===== config.mk =====
export PLATFORM = sky130hd
export DESIGN_NAME = telemetry_sensor_bus_responder
export DESIGN_NICKNAME = d
export VERILOG_FILES = /design/src/rtl/tsbr_pkg.sv /design/src/rtl/telemetry_sensor_bus_responder.sv
export SDC_FILE = /design/constraint.sdc
export NUM_CORES = 1
export LEC_CHECK = 0
export BUFFER_PORTS_ARGS = -buffer_cell sky130_fd_sc_hd__buf_2
export CAP_MARGIN = 20
export CORE_MARGIN = 8
export CORE_UTILIZATION = 33
export DETAILED_ROUTE_END_ITERATION = 8
export PLACE_DENSITY_LB_ADDON = 0.1
export SLEW_MARGIN = 20
export SYNTH_ARGS = -nofsm -noshare
export SYNTH_HDL_FRONTEND = slang
export SYNTH_SLANG_ARGS = --single-unit
export TNS_END_PERCENT = 50

===== constraint.sdc =====
create_clock -name i_clk -period 5.9 [get_ports i_clk]
set_clock_uncertainty 0.05 [all_clocks]
set_input_delay 0.59 -clock i_clk [delete_from_list [all_inputs] [get_ports i_clk]]
set_output_delay 0.59 -clock i_clk [all_outputs]
set_load 0.02 [all_outputs]

===== src/rtl/tsbr_pkg.sv =====
// ----------------------------------------------------------------------------
// tsbr_pkg
// Shared types and constants of the telemetry sensor bus responder.
// ----------------------------------------------------------------------------
package tsbr_pkg;

    // Request frame layout
    localparam logic [7:0]  REQ_LEN     = 8'h04;   // length byte of a request
    localparam logic [7:0]  RESP_LEN    = 8'h06;   // length byte of a long response
    localparam logic [7:0]  TYPE_TAIL   = 8'h02;   // last body byte of a type reply
    localparam logic [15:0] CKSUM_BASE  = 16'hFFFF;
    localparam logic [3:0]  ADDR_LIMIT  = 4'd4;

    // Command nibble of the second request byte
    localparam logic [3:0]  CMD_DISCOVER = 4'h8;
    localparam logic [3:0]  CMD_TYPE     = 4'h9;
    localparam logic [3:0]  CMD_MEASURE  = 4'hA;

    // Input item commands
    localparam logic        ITEM_RX_BYTE = 1'b0;
    localparam logic        ITEM_SET     = 1'b1;

    // Result kinds
    localparam logic        KIND_BYTE    = 1'b0;
    localparam logic        KIND_STATUS  = 1'b1;

    // Set-sensor status codes
    localparam logic [1:0]  ST_UPDATED   = 2'd0;
    localparam logic [1:0]  ST_ADDED     = 2'd1;
    localparam logic [1:0]  ST_FULL      = 2'd2;

    // Response burst buffer
    localparam int          MAX_RESULTS  = 6;
    localparam int          CNT_W        = $clog2(MAX_RESULTS + 1);

    // One result item
    typedef struct packed {
        logic       kind;
        logic [7:0] tx_byte;
        logic       last;
        logic [1:0] set_status;
    } t_result;

endpackage


===== src/rtl/telemetry_sensor_bus_responder.sv =====
// ----------------------------------------------------------------------------
// telemetry_sensor_bus_responder
// Sensor side of a half-duplex servo telemetry bus: frames requests, answers
// discovery, type and measurement commands, and keeps the sensor slot table.
// ----------------------------------------------------------------------------
// Each accepted item is handled in the cycle it is taken; its results are
// loaded into a six-entry response buffer that feeds the output register one
// result per cycle while the output is not stalled. A bus byte that answers
// nothing loads no results, so such bytes stream back to back. An item with
// results holds o_stall high while the buffer drains, so the next item is
// taken only once its last result has moved to the output register.
// Output stalls extend the drain.
// packet_start forces a byte to be taken as the first byte of a frame.
module telemetry_sensor_bus_responder #(
    parameter int SLOT_COUNT = 4
) (
    input  logic        i_clk,
    input  logic        i_rst_n,
    // request side
    input  logic        i_valid,
    output logic        o_stall,
    input  logic        i_cmd,
    input  logic [7:0]  i_rx_byte,
    input  logic        i_packet_start,
    input  logic [7:0]  i_sensor_type,
    input  logic [15:0] i_sensor_value,
    // result side
    output logic        o_valid,
    input  logic        i_stall,
    output logic        o_kind,
    output logic [7:0]  o_tx_byte,
    output logic        o_last,
    output logic [1:0]  o_set_status
);
    import tsbr_pkg::*;

    // Slot table
    logic [7:0]  r_slot_type    [SLOT_COUNT];
    logic [15:0] r_slot_reading [SLOT_COUNT];
    logic [SLOT_COUNT-1:0] r_slot_filled;
    logic [7:0]  n_slot_type    [SLOT_COUNT];
    logic [15:0] n_slot_reading [SLOT_COUNT];
    logic [SLOT_COUNT-1:0] n_slot_filled;

    // Framing
    logic [7:0]  r_frame [3];
    logic [7:0]  n_frame [3];
    logic [1:0]  r_pos;
    logic [1:0]  n_pos;

    // Response buffer and output register
    t_result     r_buf [MAX_RESULTS];
    t_result     n_buf [MAX_RESULTS];
    logic [CNT_W-1:0] r_cnt;
    logic [CNT_W-1:0] n_cnt;
    t_result     r_out;
    logic        r_out_valid;

    logic        accept;
    logic        move;

    assign o_stall = (r_cnt != '0);
    assign accept  = i_valid & ~o_stall;
    assign move    = (r_cnt != '0) & (~r_out_valid | ~i_stall);

    // Item processing: framing, frame judgment, slot table update
    always_comb begin
        logic [1:0]  pos_eff;
        logic [7:0]  f0, f1;
        logic [15:0] expect_sum;
        logic [15:0] got_sum;
        logic [3:0]  addr;
        logic [3:0]  op;
        logic        sel_filled;
        logic [7:0]  sel_type;
        logic [15:0] sel_reading;
        logic        answer;
        logic [7:0]  body [4];
        logic [2:0]  body_len;
        logic [15:0] sum;
        logic [15:0] cksum;
        logic        hit;
        logic        free;
        logic [1:0]  status;

        n_slot_type    = r_slot_type;
        n_slot_reading = r_slot_reading;
        n_slot_filled  = r_slot_filled;
        n_frame        = r_frame;
        n_pos          = r_pos;
        n_buf          = r_buf;
        n_cnt          = r_cnt;

        pos_eff     = i_packet_start ? 2'd0 : r_pos;
        f0          = r_frame[0];
        f1          = r_frame[1];
        expect_sum  = CKSUM_BASE - {8'h00, f0} - {8'h00, f1};
        got_sum     = {i_rx_byte, r_frame[2]};
        addr        = f1[3:0];
        op          = f1[7:4];
        sel_filled  = 1'b0;
        sel_type    = '0;
        sel_reading = '0;
        answer      = 1'b0;
        body        = '{default: 8'h00};
        body_len    = 3'd4;
        hit         = 1'b0;
        free        = 1'b0;
        status      = ST_FULL;

        // slot addressed by the request
        for (int i = 0; i < SLOT_COUNT; i++) begin
            if (addr == 4'(i + 1)) begin
                sel_filled  = r_slot_filled[i];
                sel_type    = r_slot_type[i];
                sel_reading = r_slot_reading[i];
            end
        end

        // response body
        unique case (op)
            CMD_DISCOVER: begin
                answer   = 1'b1;
                body[0]  = REQ_LEN;
                body[1]  = {CMD_DISCOVER, addr};
                body_len = 3'd2;
            end
            CMD_TYPE: begin
                answer  = 1'b1;
                body[0] = RESP_LEN;
                body[1] = {CMD_TYPE, addr};
                body[2] = sel_type;
                body[3] = TYPE_TAIL;
            end
            CMD_MEASURE: begin
                answer  = 1'b1;
                body[0] = RESP_LEN;
                body[1] = {CMD_MEASURE, addr};
                body[2] = sel_reading[7:0];
                body[3] = sel_reading[15:8];
            end
            default: begin
                answer = 1'b0;
            end
        endcase

        answer = answer & (f0 == REQ_LEN) & (expect_sum == got_sum)
               & (addr != 4'd0) & (addr <= ADDR_LIMIT) & sel_filled;

        sum   = {8'h00, body[0]} + {8'h00, body[1]} + {8'h00, body[2]}
              + {8'h00, body[3]};
        cksum = CKSUM_BASE - sum;

        if (accept && i_cmd == ITEM_SET) begin
            // update a matching slot, else fill the first empty one
            for (int i = 0; i < SLOT_COUNT; i++) begin
                if (!hit && r_slot_filled[i] && r_slot_type[i] == i_sensor_type) begin
                    n_slot_reading[i] = i_sensor_value;
                    hit = 1'b1;
                end
            end
            if (hit) begin
                status = ST_UPDATED;
            end else begin
                for (int i = 0; i < SLOT_COUNT; i++) begin
                    if (!free && !r_slot_filled[i]) begin
                        n_slot_type[i]    = i_sensor_type;
                        n_slot_reading[i] = i_sensor_value;
                        n_slot_filled[i]  = 1'b1;
                        free = 1'b1;
                    end
                end
                status = free ? ST_ADDED : ST_FULL;
            end
            n_buf[0] = '{kind: KIND_STATUS, tx_byte: 8'h00, last: 1'b1,
                         set_status: status};
            n_cnt    = CNT_W'(1);
        end else if (accept) begin
            // bus byte: store or complete the frame
            if (pos_eff != 2'd3) begin
                n_frame[pos_eff] = i_rx_byte;
                n_pos            = pos_eff + 2'd1;
            end else begin
                n_pos = 2'd0;
                if (answer) begin
                    for (int k = 0; k < MAX_RESULTS; k++) begin
                        n_buf[k] = '{kind: KIND_BYTE, tx_byte: 8'h00, last: 1'b0,
                                     set_status: ST_UPDATED};
                        if (k < 4 && 3'(k) < body_len) begin
                            n_buf[k].tx_byte = body[k % 4];
                        end else if (3'(k) == body_len) begin
                            n_buf[k].tx_byte = cksum[7:0];
                        end else if (3'(k) == body_len + 3'd1) begin
                            n_buf[k].tx_byte = cksum[15:8];
                            n_buf[k].last    = 1'b1;
                        end
                    end
                    n_cnt = CNT_W'(body_len) + CNT_W'(2);
                end
            end
        end else if (move) begin
            // shift the next result toward the output register
            for (int k = 0; k < MAX_RESULTS - 1; k++) begin
                n_buf[k] = r_buf[k + 1];
            end
            n_cnt = r_cnt - CNT_W'(1);
        end
    end

    // Control state and slot table
    always_ff @(posedge i_clk) begin
        if (!i_rst_n) begin
            for (int i = 0; i < SLOT_COUNT; i++) begin
                r_slot_type[i]    <= 8'hFF;
                r_slot_reading[i] <= 16'h0000;
            end
            r_slot_filled <= '0;
            r_pos         <= 2'd0;
            r_cnt         <= '0;
            r_out_valid   <= 1'b0;
        end else begin
            r_slot_type    <= n_slot_type;
            r_slot_reading <= n_slot_reading;
            r_slot_filled  <= n_slot_filled;
            r_pos          <= n_pos;
            r_cnt          <= n_cnt;
            if (move) begin
                r_out_valid <= 1'b1;
            end else if (!i_stall) begin
                r_out_valid <= 1'b0;
            end
        end
    end

    // Payload registers
    always_ff @(posedge i_clk) begin
        r_frame <= n_frame;
        r_buf   <= n_buf;
        if (move) begin
            r_out <= r_buf[0];
        end
    end

    assign o_valid      = r_out_valid;
    assign o_kind       = r_out.kind;
    assign o_tx_byte    = r_out.tx_byte;
    assign o_last       = r_out.last;
    assign o_set_status = r_out.set_status;

endmodule


Yosys cells after proc, flatten, opt, wreduce, memory -nomap -nowiden
Cells that the tools add are included.
{ "word_totals": {"ff_bits": 211, "input_bits": 38, "output_inout_bits": 14, "word_cells": 238} }
{ "classes": {"add_sub_neg": 10, "magnitude_cmp": 7, "n_eq_ne": 29, "muxes": 90, "n_bitwise": 17, "reduce_logical": 40} }
{ "op_table": {"columns": ["op", "n"], "rows": [
  ["2-to-1 mux 16 bit", 12],
  ["2-to-1 mux 72 bit", 2],
  ["2-to-1 mux 60 bit", 2],
  ["2-to-1 mux 8 bit", 15],
  ["2-to-1 mux 64 bit", 1],
  ["2-to-1 mux 9 bit", 6],
  ["2-to-1 mux 1 bit", 38],
  ["case mux 11 bit (3 select lines)", 1],
  ["equality test 8 bit", 4],
  ["case mux 16 bit (2 select lines)", 1],
  ["bitwise mux 24 bit", 1],
  ["AND reduction 3 bit", 7],
  ["demux 8 bit (select 2 bit)", 1],
  ["equality test 16 bit", 1],
  ["2-to-1 mux 3 bit", 5],
  ["subtractor 1 x 12 -> 13 bit (first input constant)", 1],
  ["equality test 2 x 3 -> 1 bit (first input constant)", 4],
  ["equality test 3 bit (first input constant)", 4],
  ["equality test 4 bit (second input constant)", 3],
  ["logical AND 1 bit", 12],
  ["adder 10 x 8 -> 11 bit", 1],
  ["subtractor 10 x 9 -> 11 bit", 1],
  ["adder 9 x 8 -> 10 bit", 1],
  ["2-to-1 mux 2 bit", 5],
  ["33 further kinds", 64]
]} }

Longest topological paths before layout
{ "depth": {"ltp_word": 40, "ltp_mapped": 20, "ltp_nobuf": 18} }

Worst setup path before layout
OpenSTA, ideal clock, no wires.
{ "synth_path": {"path_type": "register to register", "start": "reg r_frame[9] (netlist name)", "end": "reg r_buf[27] (netlist name) (data pin)", "setup_time_ps": 129, "t_arrival_ps": 4487, "required_ps": 5721, "setup_slack_ps": 1234, "stages_incl_launch_ff": 20, "n_path_buf": 2, "synth_period_minus_slack_ps": 4666, "cell_sequence": "edfxtp_1 > clkbuf_1 > nor4b_1 > clkbuf_1 > a22oi_1 > o22ai_1 > a21oi_1 > fa_1 > fa_1 > inv_1 > ha_1 > inv_1 > fa_1 > nor2b_1 > o21a_1 > o21ai_0 > nand2b_1 > or4_1 > a41oi_1 > a21o_1"} }
{ "synth_via": {"elab_chain_cells": 15, "word_cells_on_any_way": 24, "cone_classes": "add/sub: 4; eq/ne: 4; mux: 16"} }
{ "synth_lines": {"columns": ["item", "line_no", "rtl"], "rows": [
  ["start: declaration", "telemetry_sensor_bus_responder.sv:46", "logic [7:0] r_frame [3];"],
  ["start signal: assignment", "telemetry_sensor_bus_responder.sv:237", "r_frame <= n_frame;"],
  ["equality test 4 x 1 -> 1 bit", "telemetry_sensor_bus_responder.sv:113", "if (addr == 4'(i + 1)) begin"],
  ["2-to-1 mux 16 bit / 2-to-1 mux 8 bit (equally long branches) (4 in a row)", "telemetry_sensor_bus_responder.sv:113", null],
  ["case mux 16 bit (2 select lines)", "telemetry_sensor_bus_responder.sv:121", "unique case (op)"],
  ["adder 9 x 8 -> 10 bit", "telemetry_sensor_bus_responder.sv:150", "sum = {8'h00, body[0]} + {8'h00, body[1]} + {8'h00, body[2]}"],
  ["adder 10 x 8 -> 11 bit", "telemetry_sensor_bus_responder.sv:151", "+ {8'h00, body[3]};"],
  ["subtractor 1 x 12 -> 13 bit", "telemetry_sensor_bus_responder.sv:152", "cksum = CKSUM_BASE - sum;"],
  ["2-to-1 mux 9 bit", "telemetry_sensor_bus_responder.sv:193", "end else if (3'(k) == body_len + 3'd1) begin"],
  ["2-to-1 mux 8 bit", "telemetry_sensor_bus_responder.sv:191", "end else if (3'(k) == body_len) begin"],
  ["2-to-1 mux 8 bit *", "telemetry_sensor_bus_responder.sv:189", "if (k < 4 && 3'(k) < body_len) begin"],
  ["2-to-1 mux 72 bit *", "telemetry_sensor_bus_responder.sv:185", "if (answer) begin"],
  ["2-to-1 mux 72 bit *", "telemetry_sensor_bus_responder.sv:180", "if (pos_eff != 2'd3) begin"],
  ["2-to-1 mux 60 bit *", "telemetry_sensor_bus_responder.sv:178", "end else if (accept) begin"],
  ["end signal: assignment", "telemetry_sensor_bus_responder.sv:238", "r_buf <= n_buf;"],
  ["end: declaration", "telemetry_sensor_bus_responder.sv:52", "t_result r_buf [MAX_RESULTS];"]
]} }
Mark *: on every way between the ends. The rest lies on a longest branch, timed or not. The select of a mux whose other input is x is not followed.
A chain may end at the register's enable or synchronous reset.

Worst setup path after layout
{ "layout_path": {"start": "reg r_frame[8] (netlist name)", "end": "reg r_buf[27] (netlist name) (data pin)"} }
Same word-level chain as after synthesis.

==> flow_summary.yaml <==
status:
  run_status: "complete, no violations"
clocking:
  cts_made_buffers: 17
  max-clock-path-buffers: 2
  htreeDepth: 4
  cts_setup_buffers: 0
  cts_root_buffer: "clkbuf_16"
  cts_tree: "built"
  clk_pin_slew_ns: 0.08
  postCtsHoldBufs: 0
  cts_resized: 0
  clk_latency_ns: 0.44
  cts.sinks: 196
floorplanning:
  die_w_um: 186.6
  io_pins: 52
  core_sq_um: 28700
  initial_core_util: 0.3347
  die-area_sq_um: 34820
  fp.dieH_um: 186.6
  placementRows: 62
synth:
  ys_ff_latch: 196
  ys.flop_type: "dfxtp_1"
  ys_types: 67
  syn-num-nets: 1045
  synth_top_area_frac: 0.2501
  yosys-top-cells-area: "edfxtp_1, dfxtp_1, mux2i_1"
  netlist_instances: 969
  async_flop_share: 0
  yosysSeqAreaShare: 0.4919
  synth_edf_count: 80
  synth-warning-count: 0
  synth_area_sq_um: 9605
  avgSynthCellArea_sq_um: 9.913
  synth_largest_area_cell: "edfxtp_1"
sta:
  slew_viol_final: 0
  rsz0062_at_grt: "no"
  fin_hold_ws_ns: 0.3342
  fin_crit_ns: 4.892
  fmaxAchievable_mhz: 204.4
  setup_violations: 0
  setup_slack_ns: 1.008
  hold_violations: 0
  tightest_slew_ns: 1.043
  slew_headroom: 0.3031
  fin_crit_sh: 0.8291
  fin_setup_tns_ns: 0
critical_path:
  critical-path-max-stage-delay_ns: 0.66
  reg2reg_from: "r_frame[8]"
  worst_path_dominant_cell_family: "adder cells"
  worst-path-max-fanout: 17
  required_ns: 6.16
  crit_type: "register to register"
  r2r-end: "r_buf[27]"
  rrSetupSlack_ns: 1.01
  endpoint_kind: "register"
  cpMostUsedCell: "fa_1"
  cp_num_buf_inv: 2
  slowest_stage: "edfxtp_1"
  cp_cell_sequence: "nor3b_1 -> nand2_1 -> o22ai_1 -> a21oi_1 -> fa_1 -> fa_1 -> inv_1 -> ha_1 -> inv_1 -> fa_1 -> nor2b_1 -> o21a_1 -> o21ai_0 -> nand2b_1 -> or4_1 -> a41oi_1 -> a21o_1"
  r2r_cells: 17
  worstPathArrival_ns: 5.15
  cp-start-kind: "register"
power_and_ir_drop:
  intPower_mw: 2.695
  leakage_nw: 3.948
  p_seq_frac: 0.486
  power.switching_mw: 1.235
  p_sw_frac: 0.3143
  ir_drop_mv: 0.2017
  clkPwrFrac: 0.293
  pwr-share-comb: 0.222
  p_per_area_nw_per_um2: 364.4
worst_hold_path:
  hold_depth: 1
  hold_class: "primary input to register"
  hold_end: "r_frame[7]"
  min_from: "i_rx_byte[7]"
routing:
  drtIter0Drc: 395
  wl_um: 25140
  vias: 6934
  final_antenna_net_count: 0
  wire_per_inst_um: 18.11
  via_per_inst: 4.996
  drt_pass1_iterations: 5
  drc: 0
final_layout:
  stdcell_count: 1388
  n_fill_cell: 2929
  drive_above_1_share: 0.1096
  mostFrequentLayoutCells: "nand2_1, dfxtp_1, edfxtp_1, o21ai_0, mux2i_1"
  nNetsFinal: 1067
  n_antenna_cell: 0
  final_common_cell: "nand2_1"
  area_growth_pct: 12.30
grt:
  antenna_found_initial: 0
  grt_overflow: 0
  grt_pass1_vias: 7058
  grt_pass1_wl_um: 40500
  grt_start_max_net_pins: 78
  grtUsageTotal: 0.1446
placed_design:
  dp.cells: 1356
  dpl.hpwl_um: 17820
  port_buffers: 51
  place_ws_ns: 1.005
  gp_congestion: 0.8182
run:
  cap_violations: 0
==> Yosys cell counts, types with 2 or more instances <==
library cell / number
xnor2_1: 27
o2bb2ai_1: 6
ha_1: 27
nor2_1: 20
a21o_1: 8
clkbuf_1: 41
nor4_1: 6
o21ai_0: 73
or4_1: 2
nand2b_1: 9
a32o_1: 6
o22ai_1: 16
o211ai_1: 2
edfxtp_1: 80
dfxtp_1: 116
fa_1: 11
o21a_1: 13
a22oi_1: 32
a21boi_0: 5
and3_1: 3
and2_1: 7
nand4_1: 9
or3_1: 3
a311oi_1: 2
xor2_1: 18
nor3b_1: 5
a31oi_1: 5
buf_2: 14
a211oi_1: 4
inv_1: 47
nor2b_1: 27
nor3_1: 13
nand3_1: 41
a41oi_1: 2
nand2_1: 144
buf_1: 3
a21oi_1: 28
mux2i_1: 65
==> cell families (layout without fill, tap and decap cells) <==
family | count (synthesis) | in the layout | share of synthesized area
flops | 196 | 196 | 0.4919
buf+inv | 109 | 144 | 0.04572
mux | 66 | 66 | 0.06891
compound gates | 216 | 216 | 0.1460
fa+ha+maj | 38 | 38 | 0.05810
other cells | 1 | 1 | 0.0003904
xor+xnor | 45 | 45 | 0.04103
simple gates | 298 | 298 | 0.1480
==> routing by layer <==
metal  share of wire  GRT usage  wire [um]
met5               0          0          0
met4           0.011    0.03665        267
met3           0.028    0.02535        709
met2            0.48     0.2410      11960
met1            0.49     0.1912      12200
==> worst max path at each step <==
stage | start | endpoint | slack [ns] | depth (start not counted)
detailed placement | r_frame[8] | r_buf[27] | 1.00 | 19
floorplan | r_frame[9] | r_buf[27] | 1.23 | 19
global placement | r_frame[8] | r_buf[27] | 1.08 | 18
CTS | r_frame[8] | r_buf[27] | 0.98 | 19
global route | r_frame[15] | r_buf[27] | 0.60 | 19
finish | r_frame[8] | r_buf[27] | 1.01 | 17
==> state kept, by name, indices dropped and copies added (netlist names) <==
register	count
r_cnt	3
o_last	1
o_kind	1
o_set_status	2
r_slot_filled	4
r_pos	2
r_buf	54
r_slot_reading	64
o_valid	1
r_slot_type	32
r_frame	24
o_tx_byte	8
==> metrics by stage <==
| step | cell area, sq um | utilization | power (mW) |
|---|---|---|---|
| after floorplan | 9605 | - | 2.565 |
| after global placement | 10210 | 0.3558 | 2.830 |
| after detailed placement | 10210 | 0.3558 | 2.842 |
| after CTS | 10780 | 0.3757 | 3.997 |
| after global routing | 10790 | 0.3758 | 4.162 |
| final | 10790 | 0.3758 | 3.930 |
==> final cells by class <==
type | instances | area (sq um) | share of cell area
Tap cell | 384 | 480.5 | 0.04454
Timing Repair Buffer | 64 | 355.3 | 0.03294
Clock inverter | 13 | 130.1 | 0.01206
Clock buffer | 19 | 442.9 | 0.04106
Sequential cell | 196 | 4725 | 0.4380
Multi-Input combinational cell | 664 | 4473 | 0.4147
Inverter | 48 | 180.2 | 0.01670
==> power by group through the flow <==
stage	clock network (mW)	logic (mW)	registers (mW)
final	1.15	0.872	1.91
after global routing	1.24	0.986	1.94
after CTS	1.18	0.900	1.91
after detailed placement	0	0.899	1.94
after global placement	0	0.893	1.94
after floorplan	0	0.585	1.98
(Power assumes the default switching activity.)
